<file path="src/rtl/nla_pkg.sv">
package nla_pkg;

   localparam int COORD_W = 16;
   localparam int TAG_W = 16;
   localparam int SQ_W = 32;
   localparam int DIST_W = 33;
   localparam int OP_W = 2;

   localparam int TABLE_DEPTH_DEFAULT = 64;

   localparam int QUEUE_DEPTH = 4;
   localparam int QPTR_W = $clog2(QUEUE_DEPTH);
   localparam int QCNT_W = $clog2(QUEUE_DEPTH + 1);

   localparam logic [OP_W-1:0] OP_CLEAR = 2'd0;
   localparam logic [OP_W-1:0] OP_APPEND = 2'd1;
   localparam logic [OP_W-1:0] OP_QUERY = 2'd2;

   typedef enum logic [1:0] {
      KIND_CLEAR,
      KIND_APPEND,
      KIND_QUERY
   } kind_type;

   typedef struct packed {
      kind_type                   kind;
      logic signed [COORD_W-1:0]  x;
      logic signed [COORD_W-1:0]  y;
      logic [TAG_W-1:0]           tag;
   } cmd_type;

   typedef struct packed {
      logic signed [COORD_W-1:0]  x;
      logic signed [COORD_W-1:0]  y;
      logic [TAG_W-1:0]           tag;
   } entry_type;

   typedef enum logic [1:0] {
      ST_IDLE,
      ST_SCAN,
      ST_DONE
   } eng_state_type;

endpackage

</file>
<file path="src/rtl/nla_front.sv">
module nla_front (
   input  logic                          clock,
   input  logic                          reset,
   input  logic                          req_tvalid,
   output logic                          req_tready,
   input  logic [nla_pkg::OP_W-1:0]      req_op,
   input  logic [nla_pkg::COORD_W-1:0]   req_x,
   input  logic [nla_pkg::COORD_W-1:0]   req_y,
   input  logic [nla_pkg::TAG_W-1:0]     req_tag,
   output logic                          cmd_valid,
   input  logic                          cmd_ready,
   output nla_pkg::cmd_type              cmd
);
   import nla_pkg::*;

   cmd_type              queue_ff [QUEUE_DEPTH];
   logic [QPTR_W-1:0]    wr_ptr_ff, wr_ptr_in;
   logic [QPTR_W-1:0]    rd_ptr_ff, rd_ptr_in;
   logic [QCNT_W-1:0]    fill_ff, fill_in;
   cmd_type              decoded;
   logic                 keep;
   logic                 push;
   logic                 pop;

   // classify the incoming word; unused codes are dropped here
   always_comb begin
      decoded.x = $signed(req_x);
      decoded.y = $signed(req_y);
      decoded.tag = req_tag;
      decoded.kind = KIND_CLEAR;
      keep = 1'b1;
      case (req_op)
         OP_CLEAR: begin
            decoded.kind = KIND_CLEAR;
         end
         OP_APPEND: begin
            decoded.kind = KIND_APPEND;
         end
         OP_QUERY: begin
            decoded.kind = KIND_QUERY;
         end
         default: begin
            keep = 1'b0;
         end
      endcase
   end

   assign req_tready = (fill_ff != QCNT_W'(QUEUE_DEPTH));
   assign push = req_tvalid && req_tready && keep;
   assign pop = cmd_valid && cmd_ready;
   assign cmd_valid = (fill_ff != '0);
   assign cmd = queue_ff[rd_ptr_ff];

   always_comb begin
      wr_ptr_in = push ? wr_ptr_ff + 1'b1 : wr_ptr_ff;
      rd_ptr_in = pop ? rd_ptr_ff + 1'b1 : rd_ptr_ff;
      fill_in = fill_ff;
      if (push && !pop) begin
         fill_in = fill_ff + 1'b1;
      end else if (pop && !push) begin
         fill_in = fill_ff - 1'b1;
      end
   end

   always_ff @(posedge clock) begin
      if (push) begin
         queue_ff[wr_ptr_ff] <= decoded;
      end
   end

   always_ff @(posedge clock) begin
      if (reset) begin
         wr_ptr_ff <= '0;
         rd_ptr_ff <= '0;
         fill_ff <= '0;
      end else begin
         wr_ptr_ff <= wr_ptr_in;
         rd_ptr_ff <= rd_ptr_in;
         fill_ff <= fill_in;
      end
   end

endmodule

</file>
<file path="src/rtl/nla_back.sv">
module nla_back #(
   parameter int TABLE_DEPTH = nla_pkg::TABLE_DEPTH_DEFAULT
) (
   input  logic                          clock,
   input  logic                          reset,
   input  logic                          cmd_valid,
   output logic                          cmd_ready,
   input  nla_pkg::cmd_type              cmd,
   output logic                          rsp_tvalid,
   input  logic                          rsp_tready,
   output logic                          rsp_found,
   output logic [nla_pkg::TAG_W-1:0]     rsp_tag,
   output logic [nla_pkg::DIST_W-1:0]    rsp_dist
);
   import nla_pkg::*;

   localparam int CNT_W = $clog2(TABLE_DEPTH + 1);
   localparam int ADDR_W = (TABLE_DEPTH > 1) ? $clog2(TABLE_DEPTH) : 1;

   entry_type                  mem [TABLE_DEPTH];
   entry_type                  rd_data_ff;
   logic                       wr_en;
   logic                       rd_en;

   eng_state_type              state_ff, state_in;
   logic [CNT_W-1:0]           count_ff, count_in;
   logic [CNT_W-1:0]           issue_ff, issue_in;
   logic signed [COORD_W-1:0]  qx_ff, qx_in;
   logic signed [COORD_W-1:0]  qy_ff, qy_in;
   logic                       start;

   logic                       s1_valid_ff;
   logic                       s2_valid_ff;
   logic [SQ_W-1:0]            sq_x_ff;
   logic [SQ_W-1:0]            sq_y_ff;
   logic [TAG_W-1:0]           s2_tag_ff;
   logic signed [COORD_W:0]    dx;
   logic signed [COORD_W:0]    dy;
   logic [COORD_W:0]           ax;
   logic [COORD_W:0]           ay;
   logic [DIST_W-1:0]          dist_sum;

   logic                       best_found_ff;
   logic [DIST_W-1:0]          best_dist_ff;
   logic [TAG_W-1:0]           best_tag_ff;

   logic                       rsp_valid_ff, rsp_valid_in;
   logic                       rsp_found_ff;
   logic [TAG_W-1:0]           rsp_tag_ff;
   logic [DIST_W-1:0]          rsp_dist_ff;
   logic                       load;

   // sequencer: clear and append finish in the idle state, a query scans the table
   always_comb begin
      state_in = state_ff;
      count_in = count_ff;
      issue_in = issue_ff;
      qx_in = qx_ff;
      qy_in = qy_ff;
      cmd_ready = 1'b0;
      wr_en = 1'b0;
      rd_en = 1'b0;
      start = 1'b0;
      load = 1'b0;
      case (state_ff)
         ST_IDLE: begin
            cmd_ready = 1'b1;
            if (cmd_valid) begin
               case (cmd.kind)
                  KIND_CLEAR: begin
                     count_in = '0;
                  end
                  KIND_APPEND: begin
                     if (count_ff < CNT_W'(TABLE_DEPTH)) begin
                        wr_en = 1'b1;
                        count_in = count_ff + 1'b1;
                     end
                  end
                  KIND_QUERY: begin
                     qx_in = cmd.x;
                     qy_in = cmd.y;
                     issue_in = '0;
                     start = 1'b1;
                     state_in = ST_SCAN;
                  end
                  default: begin
                     count_in = count_ff;
                  end
               endcase
            end
         end
         ST_SCAN: begin
            if (issue_ff < count_ff) begin
               rd_en = 1'b1;
               issue_in = issue_ff + 1'b1;
            end else if (!s1_valid_ff && !s2_valid_ff) begin
               state_in = ST_DONE;
            end
         end
         ST_DONE: begin
            if (!rsp_valid_ff || rsp_tready) begin
               load = 1'b1;
               state_in = ST_IDLE;
            end
         end
         default: begin
            state_in = ST_IDLE;
         end
      endcase
      rsp_valid_in = load || (rsp_valid_ff && !rsp_tready);
   end

   always_ff @(posedge clock) begin
      if (wr_en) begin
         mem[count_ff[ADDR_W-1:0]] <= '{x: cmd.x, y: cmd.y, tag: cmd.tag};
      end
   end

   always_ff @(posedge clock) begin
      if (rd_en) begin
         rd_data_ff <= mem[issue_ff[ADDR_W-1:0]];
      end
   end

   // distance per axis; magnitudes fit in 16 bits
   always_comb begin
      dx = $signed({qx_ff[COORD_W-1], qx_ff}) - $signed({rd_data_ff.x[COORD_W-1], rd_data_ff.x});
      dy = $signed({qy_ff[COORD_W-1], qy_ff}) - $signed({rd_data_ff.y[COORD_W-1], rd_data_ff.y});
      ax = dx[COORD_W] ? $unsigned(-dx) : $unsigned(dx);
      ay = dy[COORD_W] ? $unsigned(-dy) : $unsigned(dy);
      dist_sum = {1'b0, sq_x_ff} + {1'b0, sq_y_ff};
   end

   always_ff @(posedge clock) begin
      if (s1_valid_ff) begin
         sq_x_ff <= ax[COORD_W-1:0] * ax[COORD_W-1:0];
         sq_y_ff <= ay[COORD_W-1:0] * ay[COORD_W-1:0];
         s2_tag_ff <= rd_data_ff.tag;
      end
   end

   always_ff @(posedge clock) begin
      if (start) begin
         best_found_ff <= 1'b0;
         best_dist_ff <= '0;
         best_tag_ff <= '0;
      end else if (s2_valid_ff && (!best_found_ff || dist_sum < best_dist_ff)) begin
         best_found_ff <= 1'b1;
         best_dist_ff <= dist_sum;
         best_tag_ff <= s2_tag_ff;
      end
   end

   always_ff @(posedge clock) begin
      if (load) begin
         rsp_found_ff <= best_found_ff;
         rsp_tag_ff <= best_tag_ff;
         rsp_dist_ff <= best_dist_ff;
      end
   end

   always_ff @(posedge clock) begin
      if (reset) begin
         state_ff <= ST_IDLE;
         count_ff <= '0;
         issue_ff <= '0;
         s1_valid_ff <= 1'b0;
         s2_valid_ff <= 1'b0;
         rsp_valid_ff <= 1'b0;
      end else begin
         state_ff <= state_in;
         count_ff <= count_in;
         issue_ff <= issue_in;
         s1_valid_ff <= rd_en;
         s2_valid_ff <= s1_valid_ff;
         rsp_valid_ff <= rsp_valid_in;
      end
   end

   always_ff @(posedge clock) begin
      qx_ff <= qx_in;
      qy_ff <= qy_in;
   end

   assign rsp_tvalid = rsp_valid_ff;
   assign rsp_found = rsp_found_ff;
   assign rsp_tag = rsp_tag_ff;
   assign rsp_dist = rsp_dist_ff;

endmodule

</file>
<file path="src/rtl/nearest_landmark_association.sv">
// Nearest landmark association. Words on the request stream clear the landmark
// table, append one landmark (x, y, tag; ignored once TABLE_DEPTH entries are
// held) or query the landmark nearest to an observed point. Only a query
// produces a response word: found, the tag of the first entry in table order
// with the least squared distance, and that distance (1/1024 m^2 units);
// found, tag and distance are all zero on an empty table. Operation code 3 is
// dropped without a response. Requests enter a four-word command queue, so the
// request side keeps accepting while the engine works. Clear and append are
// handled in the engine's idle state. A query of a table of N entries reads the
// single-port table memory one entry per cycle, then a read, square and compare
// pipeline drains and the response register loads.
// The response register holds a finished word while the next query scans.
module nearest_landmark_association #(
   parameter int TABLE_DEPTH = nla_pkg::TABLE_DEPTH_DEFAULT
) (
   input  logic         clock,
   input  logic         reset,
   input  logic         req_tvalid,
   output logic         req_tready,
   input  logic [47:0]  req_tdata,   // point_x[15:0], point_y[31:16], landmark_tag[47:32]
   input  logic [1:0]   req_tuser,   // operation[1:0]
   output logic         rsp_tvalid,
   input  logic         rsp_tready,
   output logic [55:0]  rsp_tdata,   // matched_tag[15:0], best_distance_squared[48:16], zeros
   output logic [0:0]   rsp_tuser    // found[0]
);
   import nla_pkg::*;

   logic                 cmd_valid;
   logic                 cmd_ready;
   cmd_type              cmd;
   logic                 found;
   logic [TAG_W-1:0]     matched_tag;
   logic [DIST_W-1:0]    best_distance_squared;

   // decode and queue request words
   nla_front u_front (
      .clock      (clock),
      .reset      (reset),
      .req_tvalid (req_tvalid),
      .req_tready (req_tready),
      .req_op     (req_tuser),
      .req_x      (req_tdata[15:0]),
      .req_y      (req_tdata[31:16]),
      .req_tag    (req_tdata[47:32]),
      .cmd_valid  (cmd_valid),
      .cmd_ready  (cmd_ready),
      .cmd        (cmd)
   );

   // hold the table, scan it on a query, register the response
   nla_back #(
      .TABLE_DEPTH (TABLE_DEPTH)
   ) u_back (
      .clock      (clock),
      .reset      (reset),
      .cmd_valid  (cmd_valid),
      .cmd_ready  (cmd_ready),
      .cmd        (cmd),
      .rsp_tvalid (rsp_tvalid),
      .rsp_tready (rsp_tready),
      .rsp_found  (found),
      .rsp_tag    (matched_tag),
      .rsp_dist   (best_distance_squared)
   );

   // pack the response word, padded to whole bytes
   assign rsp_tdata = {7'd0, best_distance_squared, matched_tag};
   assign rsp_tuser = found;

endmodule

</file>
<file path="config.mk">
export PLATFORM = sky130hd
export DESIGN_NAME = nearest_landmark_association
export DESIGN_NICKNAME = d
export VERILOG_FILES = /design/src/rtl/nla_pkg.sv /design/src/rtl/nla_front.sv /design/src/rtl/nla_back.sv /design/src/rtl/nearest_landmark_association.sv
export SDC_FILE = /design/constraint.sdc
export NUM_CORES = 2
export LEC_CHECK = 0
export BUFFER_PORTS_ARGS = -buffer_cell sky130_fd_sc_hd__buf_2
export CORE_UTILIZATION = 68
export CTS_CLUSTER_SIZE = 20
export DETAILED_ROUTE_END_ITERATION = 6
export GPL_TIMING_DRIVEN = 0
export PLACE_DENSITY = 0.85
export SLEW_MARGIN = 20
export SYNTH_ARGS = -nofsm -noshare
export SYNTH_HDL_FRONTEND = slang
export SYNTH_SLANG_ARGS = --single-unit
</file>
<file path="constraint.sdc">
create_clock -name clock -period 16.1 [get_ports clock]
set_input_delay 2.415 -clock clock [delete_from_list [all_inputs] [get_ports clock]]
set_output_delay 2.415 -clock clock [all_outputs]
set_load 0.01 [all_outputs]
</file>
==> results.sh, run 1 <==
export IMPL_number_of_antenna_violations_at_the_first_check_in_global_routing=84
export IMPL_post_cts_repair_setup_buffers=0
export IMPL_synth_top_area_cell="sky130_fd_sc_hd__edfxtp_1"
export IMPL_post_synth_num_cell_types=93
export IMPL_yosys_register_bits=3558
export IMPL_run_error="[ERROR GRT-0183] Net _0076_: the 3D maze router ran out of legal paths (heap underflow) - the net is boxed in by local congestion or blockages."
export IMPL_post_cts_resize_count=0
export IMPL_detailed_place_hpwl_um=299000
export IMPL_synthesis_instances=7427
export IMPL_port_buffer_count=105
export IMPL_ctsLongestPathBuffers=4
export IMPL_lastStage="global routing (5_1_grt)"
export IMPL_grt_max_degree=66
export IMPL_number_of_synthesized_flops_with_an_enable_pin=3480
export IMPL_pin_count=113
export IMPL_std_cell_rows=172
export IMPL_initial_core_util_pct=68.6
export IMPL_postSynth_topFlopCell="sky130_fd_sc_hd__edfxtp_1"
export IMPL_run_status="aborted with a tool error"
export IMPL_syn_area_mm2=0.151
export IMPL_postSynthAreaPerCell_um2=20.3
export IMPL_synthArstFlopShare_pct=0
export IMPL_synth_top_cells_by_area="sky130_fd_sc_hd__edfxtp_1 (69%), sky130_fd_sc_hd__mux4_2 (16%), sky130_fd_sc_hd__fa_1 (4.3%)"
export IMPL_dieHeight_um=473
export IMPL_synthesis_yosys_warnings=0
export IMPL_synth_top_cell_area_share_pct=69.1
export IMPL_synth_yosys_seq_area_share_pct=70.2
export IMPL_clock_sink_count=3558
export IMPL_clk_root_buffer_cell="sky130_fd_sc_hd__clkbuf_16"
export IMPL_cts_buffers_inserted=356
export IMPL_routabilityCongestion=0.923
export IMPL_htree_num_levels=5
export IMPL_hold_fix_buffers_at_cts=0
export IMPL_dieWidth_um=473
synth_stat cells (12+ instances only):
cell type                     n
sky130_fd_sc_hd__a21oi_1     97
sky130_fd_sc_hd__nand2_1    181
sky130_fd_sc_hd__o21bai_1    14
sky130_fd_sc_hd__xor2_1      49
sky130_fd_sc_hd__and2_1      14
sky130_fd_sc_hd__nand2b_1    33
sky130_fd_sc_hd__edfxtp_1  3480
sky130_fd_sc_hd__a211oi_1    13
sky130_fd_sc_hd__nor3_1      27
sky130_fd_sc_hd__o21ai_0     40
sky130_fd_sc_hd__buf_1       69
sky130_fd_sc_hd__nor2b_1     28
sky130_fd_sc_hd__nor2_1     366
sky130_fd_sc_hd__a21o_1      47
sky130_fd_sc_hd__xnor2_1     90
sky130_fd_sc_hd__mux4_2    1058
sky130_fd_sc_hd__o21a_1      20
sky130_fd_sc_hd__clkbuf_1   207
sky130_fd_sc_hd__nand3_1     38
sky130_fd_sc_hd__nand4_1     13
sky130_fd_sc_hd__inv_1      570
sky130_fd_sc_hd__ha_1       302
sky130_fd_sc_hd__and3_1      12
sky130_fd_sc_hd__dfxtp_1     78
sky130_fd_sc_hd__or3_1       15
sky130_fd_sc_hd__fa_1       327
sky130_fd_sc_hd__mux2i_1     52
stage by stage:
step | utilization, % | cell area [µm²] | std cells | worst slack, ns
3_3_place_gp | 70.5 | 155000 | 10500 | 5.08
4_1_cts | 77.8 | 172000 | 11300 | 5.05
2_1_floorplan | - | 151000 | 7433 | 7.34
3_5_place_dp | 72.8 | 160000 | 10700 | 5.36
kinds of logic after synthesis:
kind of cell	after synthesis	share of synthesized area (%)
compound gates	342	1.54
xor+xnor	145	0.870
fa+ha+maj	629	6.83
buf+inv	876	2.21
flops	3558	70.2
mux	1111	16.1
other cells	1	0.00248
simple gates	765	2.26
==> run 2: changes to the inputs <==
CORE_UTILIZATION = 40   (was 68)
CTS_CLUSTER_SIZE = unset   (was 20)
PLACE_DENSITY = unset   (was 0.85)
PLACE_DENSITY_LB_ADDON = 0.15   (was unset)
==> run 2 against run 1 <==
Compared with the run above: the run now ends clean; synthesized cell count stayed put; synthesized area stayed put.
==> results.sh, run 2 <==
export IMPL_yosys_register_bits=3558
export IMPL_route_detailed_drc=0
export IMPL_min_from="u_back.rd_data_ff[7]"
export IMPL_top_usage_layer="met2"
export IMPL_grt_max_degree=66
export IMPL_layout_drive_gt1_share_pct=25.9
export IMPL_rsz0062_at_grt="false"
export IMPL_via_count=74500
export IMPL_dieWidth_um=617
export IMPL_end_kind="register"
export IMPL_grtUsageMet2_pct=36.8
export IMPL_track_usage_pct=21.2
export IMPL_dieHeight_um=617
export IMPL_drt_vias_per_instance=5.53
export IMPL_hold_fix_buffers_at_cts=0
export IMPL_clock_sink_count=3558
export IMPL_postSynth_topFlopCell="sky130_fd_sc_hd__edfxtp_1"
export IMPL_ys_top_cells_by_count="sky130_fd_sc_hd__edfxtp_1 (3480), sky130_fd_sc_hd__mux4_2 (1058), sky130_fd_sc_hd__inv_1 (570)"
export IMPL_largest_reg_flops=3072
export IMPL_critical_path_slowest_cell="sky130_fd_sc_hd__xor2_1"
export IMPL_cts_tree="built"
export IMPL_fin_nets=8837
export IMPL_holdPathStages=0
export IMPL_max_stage_delay_ns=0.93
export IMPL_critPathMostFrequentCell="sky130_fd_sc_hd__inv_1"
export IMPL_clock_skew_ns=0.0890
export IMPL_synth_yosys_seq_area_share_pct=70.2
export IMPL_routabilityCongestion=0.821
export IMPL_wl_um=403000
export IMPL_worst_r2r_endpoint="u_back.sq_y_ff[31]"
export IMPL_ctsLongestPathBuffers=4
export IMPL_worst_skew_pair_late_latency_ns=0.95
export IMPL_synthesis_yosys_warnings=0
export IMPL_layout_cells_most_common="sky130_fd_sc_hd__edfxtp_1"
export IMPL_number_of_global_route_vias_before_repair=78200
export IMPL_post_cts_repair_setup_buffers=0
export IMPL_finalMaxSlewViolations=0
export IMPL_worstPathMaxFanout=10
export IMPL_htree_num_levels=5
export IMPL_whs_endpoint="u_back.s2_tag_ff[7]"
export IMPL_run_status="finished, final reports clean"
export IMPL_routed_wire_length_per_instance_um=29.9
export IMPL_finalCriticalPeriod_ns=10.64
export IMPL_synthArstFlopShare_pct=0
export IMPL_syn_area_mm2=0.151
export IMPL_synth_top_area_cell="sky130_fd_sc_hd__edfxtp_1"
export IMPL_final_period_utilization_pct=66.1
export IMPL_number_of_synthesized_flops_with_an_enable_pin=3480
export IMPL_slew_headroom_pct=19.1
export IMPL_drt_pass1_iter_count=6
export IMPL_antenna_violating_nets_post_route=0
export IMPL_tns_ns=0
export IMPL_post_cts_resize_count=0
export IMPL_synth_top_cell_area_share_pct=69.1
export IMPL_reg2reg_from="u_back.rd_data_ff[16]"
export IMPL_worst_r2r_setup_slack_ns=5.46
export IMPL_pin_count=113
export IMPL_final_cell_mix="sky130_fd_sc_hd__edfxtp_1 (3480), sky130_fd_sc_hd__mux4_2 (1011), sky130_fd_sc_hd__inv_1 (570), sky130_fd_sc_hd__clkbuf_16 (383), sky130_fd_sc_hd__fa_1 (327)"
export IMPL_min_delay_path_class="register to register"
export IMPL_postSynthAreaPerCell_um2=20.3
export IMPL_critical_path_at_ns=11.29
export IMPL_drv_max_cap_violation_count=0
export IMPL_timing_setup_critical_path_class="register to register"
export IMPL_global_route_wire_length_before_repair_um=574000
export IMPL_clock_fmax_ghz=0.0940
export IMPL_std_cell_rows=225
export IMPL_met1_demand_to_capacity_share_in_global_routing_pct=27.7
export IMPL_timing_final_hold_violations=0
export IMPL_number_of_antenna_violations_at_the_first_check_in_global_routing=43
export IMPL_max_slew_worst_pin_slew_ns=1.21
export IMPL_clkSlewWorstSetupHoldPaths_ns=0.06
export IMPL_worst_ep_required_time_ns=16.75
export IMPL_design_die_area_mm2=0.380
export IMPL_synth_most_common_cell="sky130_fd_sc_hd__edfxtp_1"
export IMPL_met3_usage_pct=3.73
export IMPL_detailed_place_hpwl_um=287000
export IMPL_critPathLaunchType="register"
export IMPL_grt_ovfl_total=0
export IMPL_setup_viol=0
export IMPL_synth_top_cells_by_area="sky130_fd_sc_hd__edfxtp_1 (69%), sky130_fd_sc_hd__mux4_2 (16%), sky130_fd_sc_hd__fa_1 (4.3%)"
export IMPL_cts_buffers_inserted=379
export IMPL_post_synth_num_cell_types=93
export IMPL_drt_iter0_drc=6748
export IMPL_placeableCoreArea_mm2=0.376
export IMPL_clk_root_buffer_cell="sky130_fd_sc_hd__clkbuf_16"
export IMPL_initial_core_util_pct=40.2
export IMPL_synthesis_instances=7427
export IMPL_port_buffer_count=105
export IMPL_area_growth_pct=17.0
export IMPL_worst_r2r_path_depth=38
## run 2: cell counts after synthesis
No cell type changed its count.
## run 2: metrics by stage
stage          std cells  utilization [%]  cell area (µm²)  setup slack, ns  hold slack, ns
6_report           13500             47.0           177000             5.46           0.419
5_1_grt            13500             47.0           177000             4.72           0.422
4_1_cts            13500             47.0           177000             5.41           0.421
3_5_place_dp       12800             43.7           164000             5.45           0.407
3_3_place_gp       12500             42.0           158000             4.42           0.407
2_1_floorplan       7433                -           151000             7.34           0.400
## run 2: cells by family after synthesis
family	after synthesis	share of synthesized area, %
DFF	3558	70.2
buffers and inverters	876	2.21
adders and majority gates	629	6.83
other	1	0.00248
AOI/OAI and AO/OA	342	1.54
xor gates and xnor gates	145	0.870
muxes	1111	16.1
and+or+nand+nor	765	2.26
## run 2: critical path: cells and delay by family, from the launching register on
| kind | cells | cell delay [ns] |
|---|---|---|
| flops | 1 | 0.46 |
| simple gates | 7 | 1.29 |
| xor+xnor | 3 | 1.22 |
| compound gates | 10 | 2.55 |
| fa+ha+maj | 9 | 3.62 |
| buf+inv | 9 | 1.20 |
## run 2: worst max path at each step
stage	start	end	slack (ns)	cells past startpoint
2_1_floorplan	u_back.rd_data_ff[32]	u_back.sq_x_ff[30]	7.34	36
3_3_place_gp	u_back.rd_data_ff[21]	u_back.sq_y_ff[29]	4.42	34
3_5_place_dp	u_back.rd_data_ff[32]	u_back.sq_x_ff[30]	5.45	35
4_1_cts	u_back.rd_data_ff[16]	u_back.sq_y_ff[31]	5.41	38
5_1_grt	u_back.rd_data_ff[16]	u_back.sq_y_ff[31]	4.72	38
6_report	u_back.rd_data_ff[16]	u_back.sq_y_ff[31]	5.46	38
## run 2: cell type report
| cell class | instances | area, µm² |
|---|---|---|
| repair buffers | 340 | 6140 |
| flip-flops and latches | 3558 | 106000 |
| clock inverters | 240 | 2470 |
| clock buffers | 453 | 9900 |
| inverters | 583 | 2190 |
| plain buffers | 293 | 1270 |
| multi-input cells | 2999 | 42500 |
| fillers | 31200 | 199000 |
| diodes | 19 | 47.5 |
| well taps | 4994 | 6250 |
## run 2: metal layers
metal | part of all wire (%) | wire [µm] | vias to the layer above
met4 | 2.5 | 10200 | 16
li1 | - | - | 31200
met5 | 0.029 | 116 | -
met2 | 51 | 205000 | 2263
met3 | 6.2 | 25200 | 540
met1 | 40 | 163000 | 40500
Power of run 2 is not shown: default switching activity piles up to over one toggle a cycle in this logic, so the estimate is an artifact.
